[src/rtl/core/ksi_pkg.sv]
// ----------------------------------------------------------------------------
// ksi_pkg
// Types and constants shared by the keyframe spline interpolator modules.
// ----------------------------------------------------------------------------
package ksi_pkg;

   // Action codes carried by an input item.
   localparam logic [1:0] ACT_CLEAR = 2'd0;
   localparam logic [1:0] ACT_ADD   = 2'd1;
   localparam logic [1:0] ACT_EVAL  = 2'd2;

   // Shared multiplier: A times B, B consumed in 16-bit chunks from the top.
   localparam int MUL_A_W    = 40;
   localparam int CHUNK_W    = 16;
   localparam int MUL_CHUNKS = 3;
   localparam int MUL_B_W    = CHUNK_W * MUL_CHUNKS;
   localparam int MUL_P_W    = MUL_A_W + MUL_B_W;

   // Shared restoring divider.
   localparam int DIV_N_W = 70;
   localparam int DIV_D_W = 34;

   // Spline normalization: 2^40/6 rounded up. Multiplying by it and dropping
   // 40 bits gives the exact quotient by six for magnitudes below 2^39.
   localparam logic [MUL_B_W-1:0] SPLINE_RECIP = 48'd183251937963;

   // Full blend weight (pure spline), Q1.15.
   localparam logic [15:0] BLEND_FULL = 16'd32768;

   // Sequencer states.
   typedef enum logic [3:0] {
      ST_IDLE,
      ST_SRCH,
      ST_SCMP,
      ST_FRD,
      ST_FCAP,
      ST_PREP,
      ST_LMUL,
      ST_LDIV,
      ST_UDIV,
      ST_HMUL,
      ST_SDIV,
      ST_BMUL0,
      ST_BMUL1,
      ST_MIX,
      ST_OUT
   } ksi_state_type;

endpackage

[src/rtl/core/ksi_mul.sv]
// ----------------------------------------------------------------------------
// ksi_mul
// Shared unsigned multiplier, one 16-bit chunk of B per cycle.
// ----------------------------------------------------------------------------
module ksi_mul import ksi_pkg::*; (
   input  logic               clock,
   input  logic               reset,
   input  logic               start,
   input  logic [MUL_A_W-1:0] a,
   input  logic [MUL_B_W-1:0] b,
   output logic [MUL_P_W-1:0] prod,
   output logic               done
);

   logic [MUL_A_W-1:0]         a_ff, a_in;
   logic [MUL_B_W-1:0]         b_ff, b_in;
   logic [MUL_P_W-1:0]         acc_ff, acc_in;
   logic [1:0]                 cnt_ff, cnt_in;
   logic                       busy_ff, busy_in;
   logic                       done_ff, done_in;
   logic [MUL_A_W+CHUNK_W-1:0] part;

   // Partial product of A and the top chunk of B.
   assign part = a_ff * b_ff[MUL_B_W-1 -: CHUNK_W];

   always_comb begin
      a_in    = a_ff;
      b_in    = b_ff;
      acc_in  = acc_ff;
      cnt_in  = cnt_ff;
      busy_in = busy_ff;
      done_in = 1'b0;
      if (start) begin
         a_in    = a;
         b_in    = b;
         acc_in  = '0;
         cnt_in  = '0;
         busy_in = 1'b1;
      end else if (busy_ff) begin
         acc_in = (acc_ff << CHUNK_W) + MUL_P_W'(part);
         b_in   = b_ff << CHUNK_W;
         cnt_in = cnt_ff + 2'd1;
         if (cnt_ff == 2'(MUL_CHUNKS - 1)) begin
            busy_in = 1'b0;
            done_in = 1'b1;
         end
      end
   end

   always_ff @(posedge clock) begin
      a_ff   <= a_in;
      b_ff   <= b_in;
      acc_ff <= acc_in;
      cnt_ff <= cnt_in;
      if (reset) begin
         busy_ff <= 1'b0;
         done_ff <= 1'b0;
      end else begin
         busy_ff <= busy_in;
         done_ff <= done_in;
      end
   end

   assign prod = acc_ff;
   assign done = done_ff;

endmodule

[config.mk]
export PLATFORM = sky130hd
export DESIGN_NAME = ksi_mul
export DESIGN_NICKNAME = d
export VERILOG_FILES = /design/src/rtl/core/ksi_pkg.sv /design/src/rtl/core/ksi_mul.sv
export SDC_FILE = /design/constraint.sdc
export NUM_CORES = 2
export LEC_CHECK = 0
export ABC_AREA = 1
export BUFFER_PORTS_ARGS = -buffer_cell sky130_fd_sc_hd__buf_2
export CORE_ASPECT_RATIO = 1.2
export CORE_MARGIN = 4
export CORE_UTILIZATION = 43
export DETAILED_ROUTE_END_ITERATION = 16
export GPL_TIMING_DRIVEN = 0
export PLACE_DENSITY = 0.61
export REMOVE_ABC_BUFFERS = 1
export SKIP_CTS_REPAIR_TIMING = 1
export SYNTH_ARGS = -nofsm -noshare
export SYNTH_HDL_FRONTEND = slang
export SYNTH_SLANG_ARGS = --single-unit
[constraint.sdc]
create_clock -name clock -period 6.15 [get_ports clock]
set_clock_uncertainty 0.1 [all_clocks]
set_input_delay 0.3075 -clock clock [delete_from_list [all_inputs] [get_ports clock]]
set_output_delay 0.3075 -clock clock [all_outputs]
set_load 0.005 [all_outputs]
Word-level counts from Yosys, hierarchy flattened

Index checks and enable logic that the tools add are counted.
Widths: inputs -> output; s select.

Add/sub/neg operators: 2
$mul: 1
Eq/ne operators: 1
Muxes and demuxes: 6
Bitwise operators: 1
Reduce and logical (&&, ||, !) cells: 2

Operators by type and width:

| operator            | number |
|---|---|
| $mux 48             | 2 |
| $add 88x56->88      | 1 |
| $mul 40x16->56      | 1 |
| $mux 1              | 4 |
| $reduce_or 3->1     | 1 |
| $add 2x1->2 const B | 1 |
| $eq 2x2->1 const B  | 1 |
| $reduce_bool 2->1   | 1 |
| $not 1->1           | 1 |

Register bits after elaboration: 180
Input bits: 91
Output and inout bits: 89
Logic and storage cells: 19

Logic depth before layout (Yosys ltp)

Word-level depth: 4
Mapped depth: 33
Mapped depth without buffers: 31

Worst setup path before layout

OpenSTA, ideal clock, no wires.

Path type: reg2reg
Start point: register a_ff[29]
End point: register acc_ff[52] (netlist: prod[52])
Setup time: 0.202 ns
Data arrival time: 5.327 ns
Required time: 5.848 ns
Slack: 0.521 ns
Stages on the path, launching flop included: 27
Buffers on the path: 2
Period minus slack after synthesis: 5.629 ns
Path through: edfxtp_1 clkbuf_1 clkbuf_1 nand2_1 fa_1 inv_1 fa_1 inv_1 fa_1 inv_1 fa_1 fa_1 inv_1 fa_1 inv_1 ha_1 nand2_1 nor2_1 inv_1 nor2_1 nand2_1 nor2_1 nand2_1 nand3_1 nand2_1 nand2_1 o22ai_1

Longest elaborated chain between the ends: 2

Ends and longest elaborated chain:

| what                     | RTL line      | text |
|---|---|---|
| start: declaration       | ksi_mul.sv:15 | `logic [MUL_A_W-1:0] a_ff, a_in;` |
| start signal: assignment | ksi_mul.sv:51 | `a_ff <= a_in;` |
| $mul 40x16->56           | ksi_mul.sv:24 | `assign part = a_ff * b_ff[MUL_B_W-1 -: CHUNK_W];` |
| $add 88x56->88           | ksi_mul.sv:40 | `acc_in = (acc_ff << CHUNK_W) + MUL_P_W'(part);` |
| end signal: assignment   | ksi_mul.sv:53 | `acc_ff <= acc_in;` |
| end: declaration         | ksi_mul.sv:17 | `logic [MUL_P_W-1:0] acc_ff, acc_in;` |

Every way passes these cells.
A chain may end at the register's enable or synchronous reset.

Worst setup path in the final report

Start point: register b_ff[33]
End point: register acc_ff[73] (netlist: prod[73])

Longest elaborated chain between the ends: 2

Ends and longest elaborated chain:

| what                     | RTL line      | text |
|---|---|---|
| start: declaration       | ksi_mul.sv:16 | `logic [MUL_B_W-1:0] b_ff, b_in;` |
| start signal: assignment | ksi_mul.sv:52 | `b_ff <= b_in;` |
| $mul 40x16->56           | ksi_mul.sv:24 |  |
| $add 88x56->88           | ksi_mul.sv:40 |  |

Every way passes these cells.

==> qor.log <==
INFO  status         outcome=finished clean
INFO  sta            hold_violations=0
INFO  synth          synthesis.yosys.warnings=0
INFO  critical_path  worstSetupStartpointType=register
INFO  route          drcViolationCount=0
INFO  sta            timing.final.crit_share=97.9%
INFO  floorplanning  die_height=305µm
INFO  sta            timing.max_slew.rel_slack=24.7%
INFO  cts            cts.root.buffer_cell=clkbuf_16
INFO  critical_path  cp_slowest_stage_delay=0.54ns
INFO  route          detail_route.wl_per_cell=17.4µm
INFO  synth          synth.avg_cell_area=7.28µm²
INFO  floorplanning  total_die_area=77900µm²
INFO  sta            worst_max_slew_pin_slew=1.13ns
INFO  sta            fmax=0.166GHz
INFO  synth          mappedNetlistArea=31600µm²
INFO  grt            grt_first_pass_wirelength=144000µm
INFO  sta            postLayoutSetupSlackWorst=0.131ns
INFO  sta            hold_slack=0.00183ns
INFO  route          drt_wl_total=97300µm
INFO  placed_design  dp_worst_setup_slack=-0.669ns
INFO  critical_path  timing.critical_path.fanout_max=12
INFO  critical_path  signal_arrival_time_at_the_worst_endpoint=6.32ns
INFO  cts            clock-sinks=180
INFO  sta            final-setup-viol-count=0
INFO  synth          synth_seq_area_share=14.2%
INFO  floorplanning  dieWidth=255µm
INFO  route          drt-pass1-iter-count=5
INFO  route          vias_per_cell=4.84
INFO  finish         filler_cell_count=6900
INFO  cts            clkSlewWorstSetupHoldPaths=0.08ns
INFO  sta            min_period=6.02ns
INFO  grt            maximum_number_of_pins_on_one_net_before_global_route_repair=72
INFO  finish         syn2layout_area_growth=20.7%
INFO  critical_path  end_kind=register
INFO  cts            cts_buffers=17
INFO  critical_path  slowest_stage=fa_1
INFO  grt            via_count_of_the_first_global_routing_pass=26223
INFO  grt            initial_antenna_violation_count=0
INFO  cts            tritoncts=built
INFO  placed_design  place.gp.congestion=0.967
INFO  sta            rsz0062_at_grt=true
INFO  finish         insertedDiodeCount=0
INFO  route          vias=27025
INFO  finish         finish.utilization=52.6%
INFO  placed_design  portBuffers=179
INFO  cts            insertion_delay=0.51ns
INFO  sta            timing_max_transition_violations_final=0
INFO  finish         post_route_cells_drive_above_1_share=15.0%
INFO  min_path       holdCritPathClass=input pin to register
INFO  critical_path  critical_path_required=6.45ns
INFO  grt            grt_usage=23.6%
INFO  floorplanning  pin_count=180
INFO  route          antenna_left=0
INFO  critical_path  critPathKind=register to register
INFO  placed_design  dp_hpwl=76900µm
INFO  synth          postSynthCellCount=4338
INFO  synth          ys_types=41
INFO  grt            grt_overflow_total=0
INFO  route          drt_iter0_drc=1678
INFO  critical_path  critPathMostFrequentCell=fa_1
INFO  finish         design.final.nets=5443
INFO  cts            max-clock-path-buffers=2
INFO  floorplanning  coreArea=72600µm²
INFO  floorplanning  num_rows=108
INFO  job            drv_cap=0
INFO  synth          postSynthRegisterBits=180
INFO  cts            cts_htree_levels=4
INFO  floorplanning  starting_density=43.5%
area by class of cell:
cell class	count	area, µm²	area share, %
well taps	935	1170	3.07
repair buffers	451	4220	11.1
multi-input cells	2685	22800	59.7
inverters	1302	4900	12.8
clock buffers	17	425	1.12
clock inverters	15	175	0.459
flip-flops and latches	180	4480	11.8
layout by cell type (no fill, tap or decap), drive strengths merged:
cell,netlist,final
dfxtp,92,92
xor2,4,4
nor2,167,167
inv,1301,1308
o21ai,48,48
nand3,100,100
clkinv,1,8
nor3b,2,2
or2,6,6
a211oi,1,1
dlygate4sd3,0,88
o21bai,5,5
nor3,23,23
o21a,2,2
nand3b,9,9
o22ai,27,27
and2,3,3
nand4,13,13
nor4,3,3
ha,145,145
o211ai,1,1
clkinvlp,0,1
xnor2,30,30
edfxtp,88,88
a31oi,2,2
nand2,1482,1482
a21boi,1,1
buf,9,352
fa,570,570
clkbuf,161,28
a21oi,41,41
cell usage after synthesis, drive strengths merged:
library cell	n	area, µm²
nor4	3	18.8
a31oi	2	12.5
dfxtp	92	1840
buf	9	45.0
nand3	100	551
ha	145	1810
dlygate4sd1	1	8.76
nor3b	2	15.0
a211oi	1	7.51
o21a	2	15.0
a21oi	41	205
nand3b	9	67.6
o22ai	27	169
a21boi	1	7.51
xor2	4	35.0
edfxtp	88	2640
xnor2	30	263
clkinv	1	3.75
o21bai	5	37.5
and2	3	18.8
nand4	13	81.3
clkbuf	161	604
inv	1301	4880
or2	6	37.5
o211ai	1	7.51
o21ai	48	240
nor2	167	732
fa	570	11400
nor3	23	156
nand2	1482	5660
worst paths after layout:
path,start,end,slack [ns],cells after the start
hold reg to reg,prod[84],prod[84],0.35,2
setup / recovery,b_ff[33],prod[73],0.13,28
setup reg to reg,b_ff[33],prod[73],0.13,28
hold / removal,b[16],b_ff[16],0.002,3
cell families after synthesis:
logic type,Yosys count,share of synthesized area (%)
AO/OA/AOI/OAI,128,2.22
XOR/XNOR,34,0.943
adder cells (fa/ha/maj),715,41.9
buffers and inverters,1473,17.6
flip-flops,180,14.2
AND/OR/NAND/NOR,1808,23.2
critical path, delay by kind of cell (launching register included):
kind | cells | cell delay, ns
DFF | 1 | 0.41
adders and majority gates | 7 | 3.43
and+or+nand+nor | 12 | 1.13
buffers and inverters | 9 | 0.83
registers in the layout, summed over array words and instances (netlist names):
| signal | flops |
|---|---|
| cnt_ff | 2 |
| a_ff | 40 |
| done | 1 |
| prod | 88 |
| busy_ff | 1 |
| b_ff | 48 |
metrics by stage:
stage / TNS [ns] / cells / instance area [µm²]
2_1_floorplan: 0 / 4167 / 30900
3_3_place_gp: -309.03 / 5281 / 33000
3_5_place_dp: -26.82 / 5307 / 33700
4_1_cts: -29.66 / 5339 / 34300
5_1_grt: -1.60 / 5585 / 38100
6_report: 0 / 5585 / 38100
layer usage:
| layer | global-route usage (%) | share of wire (%) | wire length, µm |
|---|---|---|---|
| met1 | 29.5 | 40 | 39200 |
| met2 | 41.9 | 50 | 48800 |
| met3 | 3.11 | 5.0 | 4910 |
| met4 | 9.01 | 4.5 | 4370 |
| met5 | 0 | 0 | 0 |
Power is left out: the tool's default activity adds up to more than one toggle a clock period on the data nets, which glitch-free logic cannot reach.
