`config.mk`:
```
export PLATFORM = sky130hd
export DESIGN_NAME = ksi_div
export DESIGN_NICKNAME = d
export VERILOG_FILES = /design/src/rtl/core/ksi_pkg.sv /design/src/rtl/core/ksi_div.sv
export SDC_FILE = /design/constraint.sdc
export NUM_CORES = 1
export LEC_CHECK = 0
export BUFFER_PORTS_ARGS = -buffer_cell sky130_fd_sc_hd__buf_2
export CAP_MARGIN = 20
export CORE_MARGIN = 3
export CORE_UTILIZATION = 49
export CTS_CLUSTER_DIAMETER = 150
export DETAILED_ROUTE_END_ITERATION = 12
export HOLD_SLACK_MARGIN = 0.12
export PLACE_DENSITY = 0.77
export SETUP_SLACK_MARGIN = 0.4
export SYNTH_ARGS = -nofsm -noshare
export SYNTH_HDL_FRONTEND = slang
export SYNTH_SLANG_ARGS = --single-unit
```
`constraint.sdc`:
```
create_clock -name clock -period 3.11 [get_ports clock]
set_input_delay 0.311 -clock clock [delete_from_list [all_inputs] [get_ports clock]]
set_output_delay 0.311 -clock clock [all_outputs]
set_load 0.01 [all_outputs]
```
`src/rtl/core/ksi_pkg.sv`:
```
// ----------------------------------------------------------------------------
// ksi_pkg
// Types and constants shared by the keyframe spline interpolator modules.
// ----------------------------------------------------------------------------
package ksi_pkg;

   // Action codes carried by an input item.
   localparam logic [1:0] ACT_CLEAR = 2'd0;
   localparam logic [1:0] ACT_ADD   = 2'd1;
   localparam logic [1:0] ACT_EVAL  = 2'd2;

   // Shared multiplier: A times B, B consumed in 16-bit chunks from the top.
   localparam int MUL_A_W    = 40;
   localparam int CHUNK_W    = 16;
   localparam int MUL_CHUNKS = 3;
   localparam int MUL_B_W    = CHUNK_W * MUL_CHUNKS;
   localparam int MUL_P_W    = MUL_A_W + MUL_B_W;

   // Shared restoring divider.
   localparam int DIV_N_W = 70;
   localparam int DIV_D_W = 34;

   // Spline normalization: 2^40/6 rounded up. Multiplying by it and dropping
   // 40 bits gives the exact quotient by six for magnitudes below 2^39.
   localparam logic [MUL_B_W-1:0] SPLINE_RECIP = 48'd183251937963;

   // Full blend weight (pure spline), Q1.15.
   localparam logic [15:0] BLEND_FULL = 16'd32768;

   // Sequencer states.
   typedef enum logic [3:0] {
      ST_IDLE,
      ST_SRCH,
      ST_SCMP,
      ST_FRD,
      ST_FCAP,
      ST_PREP,
      ST_LMUL,
      ST_LDIV,
      ST_UDIV,
      ST_HMUL,
      ST_SDIV,
      ST_BMUL0,
      ST_BMUL1,
      ST_MIX,
      ST_OUT
   } ksi_state_type;

endpackage

```
`src/rtl/core/ksi_div.sv`:
```
// ----------------------------------------------------------------------------
// ksi_div
// Shared unsigned restoring divider, one quotient bit per cycle.
// ----------------------------------------------------------------------------
module ksi_div import ksi_pkg::*; (
   input  logic               clock,
   input  logic               reset,
   input  logic               start,
   input  logic [DIV_N_W-1:0] dividend,
   input  logic [DIV_D_W-1:0] divisor,
   output logic [DIV_N_W-1:0] quotient,
   output logic               done
);

   logic [DIV_N_W-1:0] n_ff, n_in;
   logic [DIV_D_W-1:0] rem_ff, rem_in;
   logic [DIV_D_W-1:0] d_ff, d_in;
   logic [6:0]         cnt_ff, cnt_in;
   logic               busy_ff, busy_in;
   logic               done_ff, done_in;
   logic [DIV_D_W:0]   trial;
   logic [DIV_D_W:0]   diff;
   logic               ge;

   // Bring down the next dividend bit and try a subtract.
   assign trial = {rem_ff, n_ff[DIV_N_W-1]};
   assign ge    = trial >= {1'b0, d_ff};
   assign diff  = trial - {1'b0, d_ff};

   always_comb begin
      n_in    = n_ff;
      rem_in  = rem_ff;
      d_in    = d_ff;
      cnt_in  = cnt_ff;
      busy_in = busy_ff;
      done_in = 1'b0;
      if (start) begin
         n_in    = dividend;
         rem_in  = '0;
         d_in    = divisor;
         cnt_in  = '0;
         busy_in = 1'b1;
      end else if (busy_ff) begin
         rem_in = ge ? diff[DIV_D_W-1:0] : trial[DIV_D_W-1:0];
         n_in   = {n_ff[DIV_N_W-2:0], ge};
         cnt_in = cnt_ff + 7'd1;
         if (cnt_ff == 7'(DIV_N_W - 1)) begin
            busy_in = 1'b0;
            done_in = 1'b1;
         end
      end
   end

   always_ff @(posedge clock) begin
      n_ff   <= n_in;
      rem_ff <= rem_in;
      d_ff   <= d_in;
      cnt_ff <= cnt_in;
      if (reset) begin
         busy_ff <= 1'b0;
         done_ff <= 1'b0;
      end else begin
         busy_ff <= busy_in;
         done_ff <= done_in;
      end
   end

   assign quotient = n_ff;
   assign done     = done_ff;

endmodule

```
======== Word level (Yosys, flattened, before mapping) ========
Cells that the tools add are included.
operators by class
  add/sub/neg operators ................... 2
  magnitude comparators ................... 1
  equal/unequal tests ..................... 1
  muxes and demuxes ....................... 7
  bitwise operators ....................... 1
  reduce and logical (&&, ||, !) cells .... 2
operators by type and width
  operator               number
  $mux W70               2
  $ge A35 B34 Y1         1
  $mux W34               1
  $sub A34 B34 Y34       1
  $add A7 B1 Y7 const B  1
  $eq A7 B7 Y1 const B   1
  $mux W1                4
  $reduce_or A3 Y1       1
  $reduce_bool A2 Y1     1
  $not A1 Y1             1
word-level totals
  flip-flop bits (word level) ............. 147
  bits of input ports ..................... 107
  output and inout bits ................... 71
  logic and storage cells ................. 20

======== Longest topological paths before layout ========
Gate-level depths: netlist of run 1.
  depth in word-level cells ............... 4
  depth in mapped cells ................... 14
  mapped depth without buffers ............ 13

======== Worst setup path before layout of run 1 ========
No wires, ideal clock.
  path kind ............................... register to register
  start ................................... register n_ff[69] (netlist: quotient[69])
  end ..................................... register rem_ff[28]
  library setup time ...................... 0.131 ns
  arrival time ............................ 3.023 ns
  data required time ...................... 2.979 ns
  setup slack ............................. -0.045 ns
  stages on the path, launching flop included .. 14
  path buffers ............................ 0
  period minus slack after synthesis ...... 3.155 ns
  cells stage by stage .................... edfxtp_1 inv_1 ha_1 inv_1 fa_1 a21o_1 a221oi_2 o21ai_2 a211o_1 a31o_1 a41o_1 or3_1 a31oi_1 nor3_1
on the way
  cells in the longest elaborated chain, start to end .. 2
  elaborated cells on any way between the ends .. 3
  classes of those cells .................. add/sub: 1; order compare: 1; mux: 1
RTL lines
  item                                                RTL line                      RTL
  start, declared                                     ksi_div.sv:15                 logic [DIV_N_W-1:0] n_ff, n_in;
  start signal, assigned                              ksi_div.sv:55                 n_ff <= n_in;
  $sub A34 B34 Y34 or $ge A35 B34 Y1 (tied branches)  ksi_div.sv:28, ksi_div.sv:27
  $mux W34 *                                          ksi_div.sv:44                 rem_in = ge ? diff[DIV_D_W-1:0] : trial[DIV_D_W-1:0];
  end signal, assigned                                ksi_div.sv:56                 rem_ff <= rem_in;
  end, declared                                       ksi_div.sv:16                 logic [DIV_D_W-1:0] rem_ff, rem_in;
Every way passes the cells marked *; elsewhere a longest branch is shown, timed or not.
A chain may end at the register's enable or synchronous reset.

======== Worst setup path in the final report of run 1 ========
  start ................................... register n_ff[69] (netlist: quotient[69])
  end ..................................... register rem_ff[30]
The elaborated chain is that of the path after synthesis.

==> results of run 1 <==
-- kinds of logic (layout without fill, tap and decap cells) --
kind of cell               after synthesis  in the layout
muxes                                   73             73
buffers and inverters                   75            328
DFF                                    147            147
adders and majority gates               37             37
xor gates and xnor gates                34             34
AOI/OAI and AO/OA                      146            146
and+or+nand+nor                        180            180
-- timing repair --
item,in CTS,in global routing
pin swaps,23,36
setup buffers,5,17
endpoints found under the setup margin,33,33
hold buffers,35,0
hold endpoints to repair,36,0
gates resized for setup,26,61
gates cloned,0,2
-- worst paths after layout --
check / startpoint / to / slack [ps] / depth (start not counted)
min reg2reg: rem_ff[33]$_SDFFE_PP0P_ / rem_ff[33]$_SDFFE_PP0P_ / 500 / 2
max: quotient[69]$_DFFE_PP_ / rem_ff[30]$_SDFFE_PP0P_ / 20 / 14
max reg2reg: quotient[69]$_DFFE_PP_ / rem_ff[30]$_SDFFE_PP0P_ / 20 / 14
min: dividend[41] / quotient[41]$_DFFE_PP_ / 180 / 2
-- cell type report --
cell class	instances	share of cell area [%]
Sequential cell	147	38.34
Multi-Input combinational cell	470	35.84
Timing Repair Buffer	253	15.97
Clock buffer	17	4.092
Tap cell	211	2.540
Inverter	43	1.625
Clock inverter	15	1.589
-- metal layers --
layer	up-vias	routed length, um	share of wire (%)
met1	2972	8146	42
met3	24	1159	5.9
li1	3033	-	-
met5	-	0	0
met2	199	10020	51
met4	0	278	1.4
-- state kept, by name (all words and copies together), names as in the netlist --
signal    cells
rem_ff       34
done          1
quotient     70
d_ff         34
cnt_ff        7
busy_ff       1
-- metrics by stage --
stage	area [um2]	util, %
3_3_place_gp	8862	58.08
3_5_place_dp	8862	58.08
6_report	10400	68.13
4_1_cts	9951	65.22
2_1_floorplan	7696	-
5_1_grt	10400	68.13
-- cell usage after synthesis (12+ instances only) --
library cell / instances
dfxtp_1: 43
nand2_1: 73
a21oi_1: 34
edfxtp_1: 104
nor2_1: 53
ha_1: 36
o21ai_0: 26
a21o_1: 12
mux2_2: 70
xnor2_1: 23
a311oi_1: 24
inv_1: 42
clkbuf_1: 24
-- power groups by stage --
| stage | combinational (W) | sequential [W] | clock, W |
|---|---|---|---|
| floorplan | 0.000756 | 0.00248 | 0 |
| global placement | 0.00114 | 0.00245 | 0 |
| detailed placement | 0.00116 | 0.00246 | 0 |
| CTS | 0.00125 | 0.00242 | 0.00209 |
| global route | 0.00157 | 0.00245 | 0.00216 |
| finish | 0.00144 | 0.00243 | 0.00205 |
==> results.yml, run 1 <==
drt:
  drt_iter0_drc: 436
  drt_wl_total_um: 19600
  ant_nets: 0
  drcViolationCount: 0
  dr_total_vias: 6228
  vias_per_cell: 5.388
  drtPass1Iterations: 7
  post_drt_wl_per_cell_um: 16.96
logic_synthesis:
  synth_edf_count: 104
  synth_top_area_share_pct: 40.67
  postSynthAreaPerCell_um2: 11.10
  ys.flop_type: "edfxtp_1"
  yosysUniqueCellTypes: 58
  synth_xor_area_share_pct: 3.878
  muxShareOfSynthArea_pct: 10.66
  synth_top_family_by_area: "compound AO/OA/AOI/OAI gates"
  postSynthRegisterBits: 147
  syn_nets: 836
  synthCells: 692
  ys_seq_area_share_pct: 51.88
  yosys.area_share.adder_pct: 6.127
  synth_warnings: 0
  async_flop_share_pct: 0
  synth_compound_area_share_pct: 12.99
  yosysTopAreaCell: "edfxtp_1"
  yosys-top-cells-area: "edfxtp_1 (41%), dfxtp_1 (11%), mux2_2 (10%)"
  synth_area_um2: 7679
  synth_simple_gate_area_share_pct: 10.54
die:
  start_util_pct: 50.32
  core_area_um2: 15260
  ios: 178
  die_x_um: 131.2
  rows: 45
  die_y_um: 131.2
  die-area_um2: 17210
sta:
  totalNegativeSetupSlack_ps: 0
  worstMarginPinSlew_ps: 576.1
  fin_hold_ws_ps: 176.7
  fin_crit_ps: 3088
  finalSetupViolCount: 0
  fin_skew_ps: 13.51
  finalMaxSlewViolations: 0
  worst_slack_ps: 21.55
  fin_crit_sh_pct: 99.31
  grt_setup_unrepaired: "true"
  max_freq_mhz: 323.8
  relSlewSlack_pct: 61.09
  hold_viol: 0
hold_path:
  hp-class: "input pin to flip-flop"
cts:
  clockBufferDepth: 2
  cts_tree: "built"
  h-tree-depth: 4
  clk-insertion-delay-late_ps: 430
  cts_buffers: 17
  cts_sinks: 147
  clockRootBuffer: "clkbuf_16"
  clkTransAtPathRegs_ps: 70
global_route:
  grtUsageMet2_pct: 36.92
  grt_max_degree: 68
  grt_pass1_wl_um: 30150
  grt_use_total_pct: 21.63
  grt_pass1_vias: 6146
  antenna_found_initial: 0
  met3_usage_pct: 6.355
  grt-ovfl-total: 0
  met1_usage_pct: 26.64
  top_usage_layer: "met2"
cells_and_area:
  antennaDiodeCount: 0
  layout.cells.non_filler: 1156
  drive_gt1_share_pct: 40.53
  syn_to_final_growth_pct: 35.38
  final.fill_count: 1128
  final_cell_mix: "buf_2 (176), edfxtp_1 (104), mux2_2 (70), nand2_1 (69), nor2_1 (52)"
  final_common_cell: "buf_2"
  final_nets: 1076
  seqCellArea_um2: 3985
  multi_input_comb_area_um2: 3726
setup_path:
  crit_fanout: 3
  crit_family: "compound AO/OA/AOI/OAI gates"
  crit_path_end_kind: "flip-flop"
  worstPathArrival_ps: 3380
  cp_num_buf_inv: 3
  crit_path_start_kind: "flip-flop"
  cp_common_cell: "o21ai_2"
  setup.worst_path.class: "flip-flop to flip-flop"
  cp_cell_sequence: "inv_1, ha_2, inv_2, fa_2, a21o_1, a221oi_2, o21ai_2, a211o_1, a31o_1, a41o_1, buf_4, o21ai_2, xor2_1, o22ai_1"
  required_ps: 3400
  crit_path_top_delay_cell: "edfxtp_1"
  cpPeakStageDelay_ps: 400
power_and_ir_drop:
  combPwrFrac_pct: 24.3
  swShare_pct: 29.87
  cellPowerDensity_nw_per_um2: 568.9
  ir_worst_vdd_v: 0.0004044
  power.clock.fraction_pct: 34.7
  p_leak_nw: 4.335
  pwr-share-seq_pct: 41.0
  finalPower_w: 0.005914
  p_int_w: 0.004147
  p_sw_w: 0.001767
placed_design:
  dp_hpwl_um: 13040
  place.gp.congestion: 0.8429
  dp_cells: 1065
  pre_cts_ws_ps: 64.08
  io_buffers: 177
outcome:
  status: "completed"
job:
  maxCapViolCount: 0
Note: power is estimated with default switching activity, not from simulation.
==> run 2, diff against run 1 <==
Settings changed: CORE_UTILIZATION 49 to 59, PLACE_DENSITY 0.77 to 0.86.
Clock period 3.11 ns to 4 ns, I/O delays scaled along.
==> run 2 against run 1 <==
Via count down 2.9%. Global-route usage up 5.4 points. First-iteration DRC count up 3.7%. Combinational power down 38%. Clock skew down 4.3 ps. Critical path type unchanged. Highest routed layer unchanged.
==> results.yml, run 2 (synthesis gave the netlist of run 1 again) <==
setup_path:
  worstReg2RegEnd: "rem_ff[28]$_SDFFE_PP0P_"
  crit_path_end_kind: "flip-flop"
  rr_worst_depth: 13
  cpPeakStageDelay_ps: 420
  cp_common_cell: "inv_1"
  crit_path_top_delay_cell: "edfxtp_1"
  cp_cell_sequence: "inv_1, ha_1, inv_1, fa_1, a21o_1, a221oi_4, o21ai_2, a211o_1, a31o_1, a41o_1, or3_1, a31oi_1, nor3_1"
  crit_fanout: 6
  crit_path_start_kind: "flip-flop"
  startpoint: "quotient[69]$_DFFE_PP_"
  reg2reg_slack_ps: 610
  endpoint: "rem_ff[28]$_SDFFE_PP0P_"
  cp_num_cells: 13
  required_ps: 4290
  crit_family: "compound AO/OA/AOI/OAI gates"
  cp_num_buf_inv: 2
  r2r_start: "quotient[69]$_DFFE_PP_"
  setup.worst_path.class: "flip-flop to flip-flop"
  worstPathArrival_ps: 3680
power_and_ir_drop:
  cellPowerDensity_nw_per_um2: 471.8
  ir_worst_vdd_v: 0.0003589
  finalPower_w: 0.004390
  p_leak_nw: 3.929
cts:
  clockBufferDepth: 2
  cts_sinks: 147
  cts_buffers: 17
  cts_resized: 0
  clk-insertion-delay-late_ps: 430
  cts_setup_buffers: 0
  clkTransAtPathRegs_ps: 60
  clockRootBuffer: "clkbuf_16"
  h-tree-depth: 4
  cts_tree: "built"
  cts_hold_buf: 0
cells_and_area:
  final_nets: 1007
  final_common_cell: "buf_2"
  syn_to_final_growth_pct: 21.18
  final_cell_mix: "buf_2 (176), edfxtp_1 (104), nand2_1 (73), mux2_2 (70), nor2_1 (53)"
  final.fill_count: 890
  largest_reg_flops: 70
  drive_gt1_share_pct: 33.49
  final_area_um2: 9305
global_route:
  grt_max_degree: 71
  grt_pass1_wl_um: 30430
  grt_use_total_pct: 27.01
  antenna_found_initial: 2
  grt-ovfl-total: 0
  grt_pass1_vias: 6167
sta:
  fin_skew_ps: 9.245
  fin_crit_sh_pct: 84.77
  fin_crit_ps: 3391
  grt_setup_unrepaired: "false"
  fin_hold_ws_ps: 142.5
  max_freq_mhz: 294.9
  totalNegativeSetupSlack_ps: 0
  relSlewSlack_pct: 40.12
  hold_viol: 0
  finalMaxSlewViolations: 0
  worstMarginPinSlew_ps: 898.1
  finalSetupViolCount: 0
placed_design:
  place.gp.congestion: 0.9092
  io_buffers: 177
  place_area_um2: 8696
  dp_hpwl_um: 13420
drt:
  drt_wl_total_um: 19050
  drtPass1Iterations: 6
  drt_iter0_drc: 452
  vias_per_cell: 5.765
  ant_nets: 0
  drcViolationCount: 0
  dr_total_vias: 6048
  post_drt_wl_per_cell_um: 18.16
outcome:
  status: "completed"
die:
  die_y_um: 120.1
  rows: 41
  die-area_um2: 14420
  start_util_pct: 60.60
  core_area_um2: 12670
  die_x_um: 120.1
  ios: 178
hold_path:
  hp-class: "input pin to flip-flop"
job:
  maxCapViolCount: 0
-- run 2: cell types whose count changed in the layout (fill, tap and decap cells not counted), sizes merged --
cell / before / now
dlygate4sd3: 35 / 0
clkbuf: 19 / 18
bufinv: 1 / 3
inv: 51 / 46
diode: 0 / 2
buf: 216 / 184
clkinv: 5 / 6
-- run 2: layout make-up --
type                       count  area [um2]  area share [%]
inverter                      43       161.4           1.735
multi-input combinational    470        3410           36.64
clock inverter                13       158.9           1.708
sequential                   147        3985           42.83
antenna                        2       5.005         0.05379
clock buffer                  18       429.2           4.612
timing repair buffer         184       940.9           10.11
tap                          172       215.2           2.313
-- run 2: worst min-delay path by stage --
stage,from,end,slack (ps),cells past startpoint
after floorplan,cnt_ff[6]$_SDFFE_PP0P_,done$_SDFF_PP0_,460,2
after global placement,cnt_ff[6]$_SDFFE_PP0P_,cnt_ff[6]$_SDFFE_PP0P_,480,2
after CTS,divisor[10],d_ff[10]$_DFFE_PP_,130,1
after global routing,divisor[10],d_ff[10]$_DFFE_PP_,120,1
final,divisor[9],d_ff[9]$_DFFE_PP_,140,1
after detailed placement,cnt_ff[6]$_SDFFE_PP0P_,cnt_ff[6]$_SDFFE_PP0P_,480,2
-- run 2: metrics by stage --
step | util [%] | instances | setup slack [ps]
finish | 73.44 | 1049 | 609.0
detailed placement | 68.63 | 1016 | 613.6
global placement | 68.63 | 1016 | 720.7
floorplan | - | 692 | 845.4
global route | 73.44 | 1049 | 419.0
CTS | 73.27 | 1047 | 603.2
-- run 2: power by group --
| group | switching, W | internal [W] | total, W | leakage, nW |
|---|---|---|---|---|
| sequential | 0.0000879 | 0.00180 | 0.00189 | 1.39 |
| clock | 0.000629 | 0.000977 | 0.00161 | 0.286 |
| combinational | 0.000508 | 0.000391 | 0.000899 | 2.25 |
-- run 2: worst reg2reg max path, delay by kind of cell, from the launching register on --
kind,cells,cell delay [ps]
adders and majority gates,2,580
buffers and inverters,2,160
and+or+nand+nor,2,380
AOI/OAI and AO/OA,7,1740
DFF,1,420
-- run 2: routing by layer --
metal	up-vias	routed length, um	track usage (%)
met1	2920	7503	31.99
li1	2887	-	-
met5	-	0	0
met4	0	530	11.31
met3	36	1391	8.907
met2	205	9627	45.21
